[src/sv/csc_pkg.sv]
// Shared constants, types and arctangent table for the CORDIC sine/cosine unit.
`default_nettype none

package csc_pkg;

   localparam int unsigned ATAN_DEPTH = 16;
   localparam int unsigned ATAN_WIDTH = 14;
   localparam int unsigned ANGLE_WIDTH = 16;
   localparam int unsigned OUT_WIDTH = 16;
   localparam int unsigned ITER_WIDTH = 5;
   localparam int unsigned INIT_X_WIDTH = 15;
   localparam int unsigned CSR_DATA_WIDTH = 15;

   // Register indexes on the configuration port.
   localparam logic CSR_ITERATIONS = 1'b0;
   localparam logic CSR_INITIAL_X = 1'b1;

   localparam logic [ITER_WIDTH-1:0] ITERATIONS_RESET = 5'd16;
   localparam logic [INIT_X_WIDTH-1:0] INITIAL_X_RESET = 15'd19432;

   // floor(270 * atan(2^-i)) in degrees, one entry per pass.
   localparam logic [ATAN_WIDTH-1:0] ATAN_TABLE [ATAN_DEPTH] = '{
      14'd12150, 14'd7172, 14'd3789, 14'd1923, 14'd965, 14'd483, 14'd241, 14'd120,
      14'd60, 14'd30, 14'd15, 14'd7, 14'd3, 14'd1, 14'd0, 14'd0
   };

   typedef struct packed {
      logic valid;
      logic active;
   } csc_ctl_type;

endpackage : csc_pkg

`default_nettype wire

[src/sv/cordic_sin_cos_fixed_unit.sv]
// Top level of the pipelined rotation-mode CORDIC sine/cosine unit.
`default_nettype none

// Takes one angle (degrees times 270, signed 16 bits) per clock and returns its cosine
// and sine times 32000 after one input register, one register stage per CORDIC pass
// and one output register. Passes beyond the configured count carry the vector
// through unchanged. busy is never raised, and rsp_valid marks each result
// for a single cycle. The receiver cannot stall, so it must take every
// result beat as it comes.
// Write the configuration registers only while no angle is in flight.
module cordic_sin_cos_fixed_unit #(
   parameter int unsigned ITERATIONS_MAX = 16,
   parameter int unsigned DATA_WIDTH = 16
) (
   input  wire                                      clock,
   input  wire                                      reset,
   input  wire                                      start,
   output logic                                     busy,
   input  wire  signed [csc_pkg::ANGLE_WIDTH-1:0]   req_angle,
   output logic                                     rsp_valid,
   output logic signed [csc_pkg::OUT_WIDTH-1:0]     rsp_cosine,
   output logic signed [csc_pkg::OUT_WIDTH-1:0]     rsp_sine,
   input  wire                                      csr_we,
   input  wire                                      csr_index,
   input  wire         [csc_pkg::CSR_DATA_WIDTH-1:0] csr_wdata
);
   import csc_pkg::*;

   localparam logic [ITER_WIDTH-1:0] PASS_LIMIT = ITER_WIDTH'(ITERATIONS_MAX);

   logic [ITER_WIDTH-1:0]   iterations_ff;
   logic [INIT_X_WIDTH-1:0] initial_x_ff;
   logic [ITER_WIDTH-1:0]   passes;

   logic                          in_valid_ff;
   logic signed [DATA_WIDTH-1:0]  in_x_ff;
   logic signed [ANGLE_WIDTH-1:0] in_target_ff;

   logic                          valid_p  [ITERATIONS_MAX+1];
   logic signed [DATA_WIDTH-1:0]  x_p      [ITERATIONS_MAX+1];
   logic signed [DATA_WIDTH-1:0]  y_p      [ITERATIONS_MAX+1];
   logic signed [DATA_WIDTH-1:0]  acc_p    [ITERATIONS_MAX+1];
   logic signed [ANGLE_WIDTH-1:0] target_p [ITERATIONS_MAX+1];

   logic                          out_valid_ff;
   logic signed [OUT_WIDTH-1:0]   out_cos_ff, out_cos_in;
   logic signed [OUT_WIDTH-1:0]   out_sin_ff, out_sin_in;
   logic signed [31:0]            x_wide;
   logic signed [31:0]            y_wide;

   always_ff @(posedge clock) begin
      if (reset) begin
         iterations_ff <= ITERATIONS_RESET;
         initial_x_ff <= INITIAL_X_RESET;
      end else if (csr_we) begin
         case (csr_index)
            CSR_ITERATIONS: iterations_ff <= csr_wdata[ITER_WIDTH-1:0];
            CSR_INITIAL_X:  initial_x_ff <= csr_wdata[INIT_X_WIDTH-1:0];
            default: ;
         endcase
      end
   end

   assign passes = (iterations_ff > PASS_LIMIT) ? PASS_LIMIT : iterations_ff;
   assign busy = 1'b0;

   always_ff @(posedge clock) begin
      if (reset) begin
         in_valid_ff <= 1'b0;
      end else begin
         in_valid_ff <= start && !busy;
      end
   end

   always_ff @(posedge clock) begin
      in_x_ff <= DATA_WIDTH'({17'd0, initial_x_ff});
      in_target_ff <= req_angle;
   end

   assign valid_p[0] = in_valid_ff;
   assign x_p[0] = in_x_ff;
   assign y_p[0] = '0;
   assign acc_p[0] = '0;
   assign target_p[0] = in_target_ff;

   for (genvar s = 0; s < ITERATIONS_MAX; s++) begin : g_pass
      csc_ctl_type ctl;

      assign ctl.valid = valid_p[s];
      assign ctl.active = (ITER_WIDTH'(s) < passes);

      csc_stage #(
         .DATA_WIDTH (DATA_WIDTH),
         .STAGE      (s)
      ) u_stage (
         .clock    (clock),
         .reset    (reset),
         .ctl_i    (ctl),
         .x_i      (x_p[s]),
         .y_i      (y_p[s]),
         .acc_i    (acc_p[s]),
         .target_i (target_p[s]),
         .valid_o  (valid_p[s+1]),
         .x_o      (x_p[s+1]),
         .y_o      (y_p[s+1]),
         .acc_o    (acc_p[s+1]),
         .target_o (target_p[s+1])
      );
   end

   // Narrow data widths sign-extend into the 16-bit results.
   always_comb begin
      x_wide = 32'(x_p[ITERATIONS_MAX]);
      y_wide = 32'(y_p[ITERATIONS_MAX]);
      out_cos_in = x_wide[OUT_WIDTH-1:0];
      out_sin_in = y_wide[OUT_WIDTH-1:0];
   end

   always_ff @(posedge clock) begin
      if (reset) begin
         out_valid_ff <= 1'b0;
      end else begin
         out_valid_ff <= valid_p[ITERATIONS_MAX];
      end
   end

   always_ff @(posedge clock) begin
      out_cos_ff <= out_cos_in;
      out_sin_ff <= out_sin_in;
   end

   assign rsp_valid = out_valid_ff;
   assign rsp_cosine = out_cos_ff;
   assign rsp_sine = out_sin_ff;

   a_start_gives_result: assert property (@(posedge clock) disable iff (reset)
      (start && !busy) |-> ##(ITERATIONS_MAX + 2) rsp_valid)
      else $error("accepted angle produced no result beat");

   a_no_start_no_result: assert property (@(posedge clock) disable iff (reset)
      !start |-> ##(ITERATIONS_MAX + 2) !rsp_valid)
      else $error("result beat without a matching start");

   a_reset_clears_output: assert property (@(posedge clock)
      reset |=> !rsp_valid)
      else $error("result strobe raised right after reset");

endmodule : cordic_sin_cos_fixed_unit

`default_nettype wire

[src/sv/csc_stage.sv]
// One registered CORDIC rotation pass with a fixed shift amount.
`default_nettype none

module csc_stage #(
   parameter int unsigned DATA_WIDTH = 16,
   parameter int unsigned STAGE = 0
) (
   input  wire                                 clock,
   input  wire                                 reset,
   input  csc_pkg::csc_ctl_type                ctl_i,
   input  wire  signed [DATA_WIDTH-1:0]        x_i,
   input  wire  signed [DATA_WIDTH-1:0]        y_i,
   input  wire  signed [DATA_WIDTH-1:0]        acc_i,
   input  wire  signed [csc_pkg::ANGLE_WIDTH-1:0] target_i,
   output logic                                valid_o,
   output logic signed [DATA_WIDTH-1:0]        x_o,
   output logic signed [DATA_WIDTH-1:0]        y_o,
   output logic signed [DATA_WIDTH-1:0]        acc_o,
   output logic signed [csc_pkg::ANGLE_WIDTH-1:0] target_o
);
   import csc_pkg::*;

   localparam int unsigned CMP_WIDTH = (DATA_WIDTH > ANGLE_WIDTH) ? DATA_WIDTH : ANGLE_WIDTH;
   localparam int unsigned ROM_INDEX = STAGE % ATAN_DEPTH;

   logic                         valid_ff;
   logic signed [DATA_WIDTH-1:0] x_ff, x_in;
   logic signed [DATA_WIDTH-1:0] y_ff, y_in;
   logic signed [DATA_WIDTH-1:0] acc_ff, acc_in;
   logic signed [ANGLE_WIDTH-1:0] target_ff;

   logic signed [CMP_WIDTH-1:0]  acc_ext;
   logic signed [CMP_WIDTH-1:0]  target_ext;
   logic        [DATA_WIDTH-1:0] theta;
   logic signed [DATA_WIDTH-1:0] x_shift;
   logic signed [DATA_WIDTH-1:0] y_shift;

   always_comb begin
      acc_ext = CMP_WIDTH'(acc_i);
      target_ext = CMP_WIDTH'(target_i);
      // The table entry wraps into the angle register width like the sum does.
      theta = DATA_WIDTH'({18'd0, ATAN_TABLE[ROM_INDEX]});
      x_shift = x_i >>> STAGE;
      y_shift = y_i >>> STAGE;
      x_in = x_i;
      y_in = y_i;
      acc_in = acc_i;
      if (ctl_i.active) begin
         if (acc_ext < target_ext) begin
            x_in = x_i - y_shift;
            y_in = y_i + x_shift;
            acc_in = acc_i + $signed(theta);
         end else begin
            x_in = x_i + y_shift;
            y_in = y_i - x_shift;
            acc_in = acc_i - $signed(theta);
         end
      end
   end

   always_ff @(posedge clock) begin
      if (reset) begin
         valid_ff <= 1'b0;
      end else begin
         valid_ff <= ctl_i.valid;
      end
   end

   always_ff @(posedge clock) begin
      x_ff <= x_in;
      y_ff <= y_in;
      acc_ff <= acc_in;
      target_ff <= target_i;
   end

   assign valid_o = valid_ff;
   assign x_o = x_ff;
   assign y_o = y_ff;
   assign acc_o = acc_ff;
   assign target_o = target_ff;

endmodule : csc_stage

`default_nettype wire
[config.mk]
export PLATFORM = sky130hd
export DESIGN_NAME = cordic_sin_cos_fixed_unit
export DESIGN_NICKNAME = d
export VERILOG_FILES = /design/src/sv/csc_pkg.sv /design/src/sv/cordic_sin_cos_fixed_unit.sv /design/src/sv/csc_stage.sv
export SDC_FILE = /design/constraint.sdc
export NUM_CORES = 2
export LEC_CHECK = 0
export ABC_AREA = 1
export BUFFER_PORTS_ARGS = -buffer_cell sky130_fd_sc_hd__buf_2
export CORE_ASPECT_RATIO = 0.7
export CORE_MARGIN = 1
export CORE_UTILIZATION = 40
export DETAILED_ROUTE_END_ITERATION = 8
export GPL_ROUTABILITY_DRIVEN = 0
export SLEW_MARGIN = 15
export SYNTH_ARGS = -nofsm -noshare
export SYNTH_HDL_FRONTEND = slang
export SYNTH_SLANG_ARGS = --single-unit
[constraint.sdc]
create_clock -name clock -period 5.4 [get_ports clock]
set_input_delay 0 -clock clock [delete_from_list [all_inputs] [get_ports clock]]
set_output_delay 0 -clock clock [all_outputs]
set_load 0.005 [all_outputs]
==> flow_metrics.env <==
export IMPL_postRouteAntennaNets=0
export IMPL_wl_per_cell_um=16.35
export IMPL_syn_area_sq_um=72060
export IMPL_skew_ns=0.05245
export IMPL_min_path_type="in -> reg"
export IMPL_period_needed_ns=4.883
export IMPL_synth_ff_type="dfxtp_1"
export IMPL_maxCapViolCount=0
export IMPL_slew_headroom=0.2606
export IMPL_finalHoldViolations=0
export IMPL_synth_seq_area_share=0.2995
export IMPL_multi_input_area_sq_um=43730
export IMPL_route_detailed_drc=0
export IMPL_clock_sinks=1078
export IMPL_finalSetupViolations=0
export IMPL_cp_arrival_ns=5.51
export IMPL_cts_buffer_depth=3
export IMPL_postPlaceCellArea_sq_um=74830
export IMPL_grt_total_usage=0.2327
export IMPL_antenna_found_initial=9
export IMPL_critPathLaunchType="register"
export IMPL_ys_top_cells_by_area="dfxtp_1 30%, nand2_1 16%, ha_1 14%, inv_1 8.0%, o21ai_0 5.5%"
export IMPL_first_pass_iters=6
export IMPL_die_y_um=357.1
export IMPL_fin_tns_setup_ns=0
export IMPL_synth_most_common_cell="nand2_1"
export IMPL_yosys_warnings=0
export IMPL_core_sq_um=177900
export IMPL_port_buffers=68
export IMPL_cts_root_buffer="clkbuf_16"
export IMPL_gr_total_overflow=0
export IMPL_syn_inst=10560
export IMPL_clock_latency_ns=0.78
export IMPL_cts_buffers=115
export IMPL_synth_top_area_cell="dfxtp_1"
export IMPL_critical_path_endpoint_type="register"
export IMPL_grt_pass1_vias=61301
export IMPL_area_growth_pct=10.50
export IMPL_design_area_sq_um=79630
export IMPL_io_pins=70
export IMPL_ys_async_sr_fraction=0
export IMPL_rows=129
export IMPL_fmax_mhz=204.8
export IMPL_cts_tree="done"
export IMPL_vias=67604
export IMPL_viasPerCell=5.154
export IMPL_routed_wl_um=214400
export IMPL_htree_num_levels=3
export IMPL_rsz0062_at_grt="no"
export IMPL_cp_required_ns=6.03
export IMPL_grt_pass1_wl_um=337800
export IMPL_num_fill_cells=17955
export IMPL_synth_ff_latch_count=1078
export IMPL_start_util=0.4051
export IMPL_synthesis_nets=11407
export IMPL_synth_top_cell_area_share=0.2995
export IMPL_synth_edff_count=0
export IMPL_final_nets=11508
export IMPL_post_cts_buffers=0
export IMPL_dp_hpwl_um=171200
export IMPL_grt_max_degree=70
export IMPL_outcome="completed"
export IMPL_period_share=0.9044
export IMPL_slew_violations=0
export IMPL_path_class="reg -> reg"
export IMPL_worst_pin_slew_ns=1.102
export IMPL_synthTopCellsByCount="3,042 x nand2_1, 1,538 x inv_1, 1,078 x dfxtp_1"
export IMPL_die_x_um=509.3
export IMPL_drive_above_1_share=0.04332
export IMPL_avgSynthCellArea_sq_um=6.824
export IMPL_final_util=0.4477
export IMPL_synth_distinct_cells=66
export IMPL_seq_area_sq_um=21580
export IMPL_clk_pin_slew_ns=0.07
export IMPL_drtIter0Drc=6851
export IMPL_crit_fanout=28
export IMPL_dieArea_sq_um=181900
==> placed cells by master, fill, tap and decap left out, types with 78 or more instances in the layout <==
cell | synthesis | final
o41ai_1 | 78 | 78
ha_1 | 780 | 780
inv_1 | 1538 | 1536
nand3_1 | 568 | 568
a21oi_1 | 609 | 607
dfxtp_1 | 1078 | 1078
clkbuf_16 | 0 | 116
xor2_1 | 367 | 367
o21ai_0 | 794 | 793
xnor2_1 | 109 | 109
nand2_1 | 3042 | 3040
nor3_1 | 124 | 124
nor2_1 | 624 | 622
==> routing by layer <==
metal	global-route usage	share of wire	vias to the layer above
met5	0	0.000037	-
met4	0.04433	0.016	2
met3	0.05587	0.10	199
met2	0.2946	0.35	2336
met1	0.3799	0.53	30693
li1	-	-	34374
==> cell families (layout without fill, tap and decap cells) <==
family	count (synthesis)	count (layout)	synth area share
muxes	1	1	0.0001389
AOI/OAI and AO/OA	1819	1819	0.1400
DFF	1078	1078	0.2995
other	1	3	0.00005204
and+or+nand+nor	4606	4606	0.2624
buffers and inverters	1762	1960	0.09449
xor gates and xnor gates	482	482	0.05936
adders and majority gates	811	811	0.1440
==> cell type report <==
class	instances	area share
Clock inverter	73	0.01122
Inverter	1545	0.07283
Timing Repair Buffer	201	0.01917
Clock buffer	141	0.03952
Antenna cell	2	0.00006285
Sequential cell	1078	0.2710
Tap cell	2358	0.03705
Multi-Input combinational cell	7720	0.5491
==> sequential cells by signal, indices dropped and copies added, names as in the netlist, 5 cells and up <==
register / count
g_pass.u_stage.x_o: 255
g_pass.u_stage.target_o: 240
iterations_ff: 5
g_pass.u_stage.valid_o: 16
initial_x_ff: 15
g_pass.u_stage.y_o: 256
g_pass.u_stage.acc_o: 226
in_x_ff: 15
in_target_ff: 16
rsp_sine: 16
rsp_cosine: 16
==> repair_timing <==
| item | in CTS | in global routing |
|---|---|---|
| hold buffers | 75 | 0 |
| gates resized for setup | 0 | 0 |
| endpoints found under the hold margin | 54 | 0 |
==> critical path, cell delays in order (launching register included) <==
cell and delay [ns]:
dfxtp_1 0.44, inv_1 0.07, ha_1 0.45, nand4_1 0.20, a21oi_1 0.07, nor2_2 0.32, nand3_1 0.19, nand2_2 0.15
buf_4 0.33, nand2_1 0.09, nand2_1 0.07, inv_1 0.13, ha_1 0.38, nand3_1 0.09, nand3_1 0.11, nand2_1 0.09
o21ai_0 0.36, nand2_1 0.12, nand2_1 0.09, nand2_1 0.06, a21boi_0 0.24, or2_2 0.16, a21oi_1 0.08, o21ai_0 0.24
or2_2 0.16, a31oi_1 0.06
==> path summary, 6_finish.rpt <==
check / start / slack (ns) / cells after the start / end
min reg2reg: g_pass[15].u_stage.x_o[8]$_DFF_P_ / 0.32 / 0 / rsp_cosine[8]$_DFF_P_
min: csr_we / 0.07 / 4 / initial_x_ff[13]$_SDFFE_PP0P_
max: g_pass[12].u_stage.target_o[15]$_DFF_P_ / 0.52 / 25 / g_pass[13].u_stage.y_o[12]$_DFF_P_
max reg2reg: g_pass[12].u_stage.target_o[15]$_DFF_P_ / 0.52 / 25 / g_pass[13].u_stage.y_o[12]$_DFF_P_
==> metrics by stage <==
stage                     worst slack (ns)  hold WS (ns)  instances
after global routing               0.06119       0.06415      13116
after detailed placement            0.6763        0.1036      12827
after floorplan                      1.271       0.02772      10560
final                               0.5165       0.06921      13118
after CTS                           0.6549      0.006292      13116
after global placement              0.7613        0.1035      12827
Power is not shown: default switching activity piles up to over one toggle a cycle in this logic, so the estimate is an artifact.
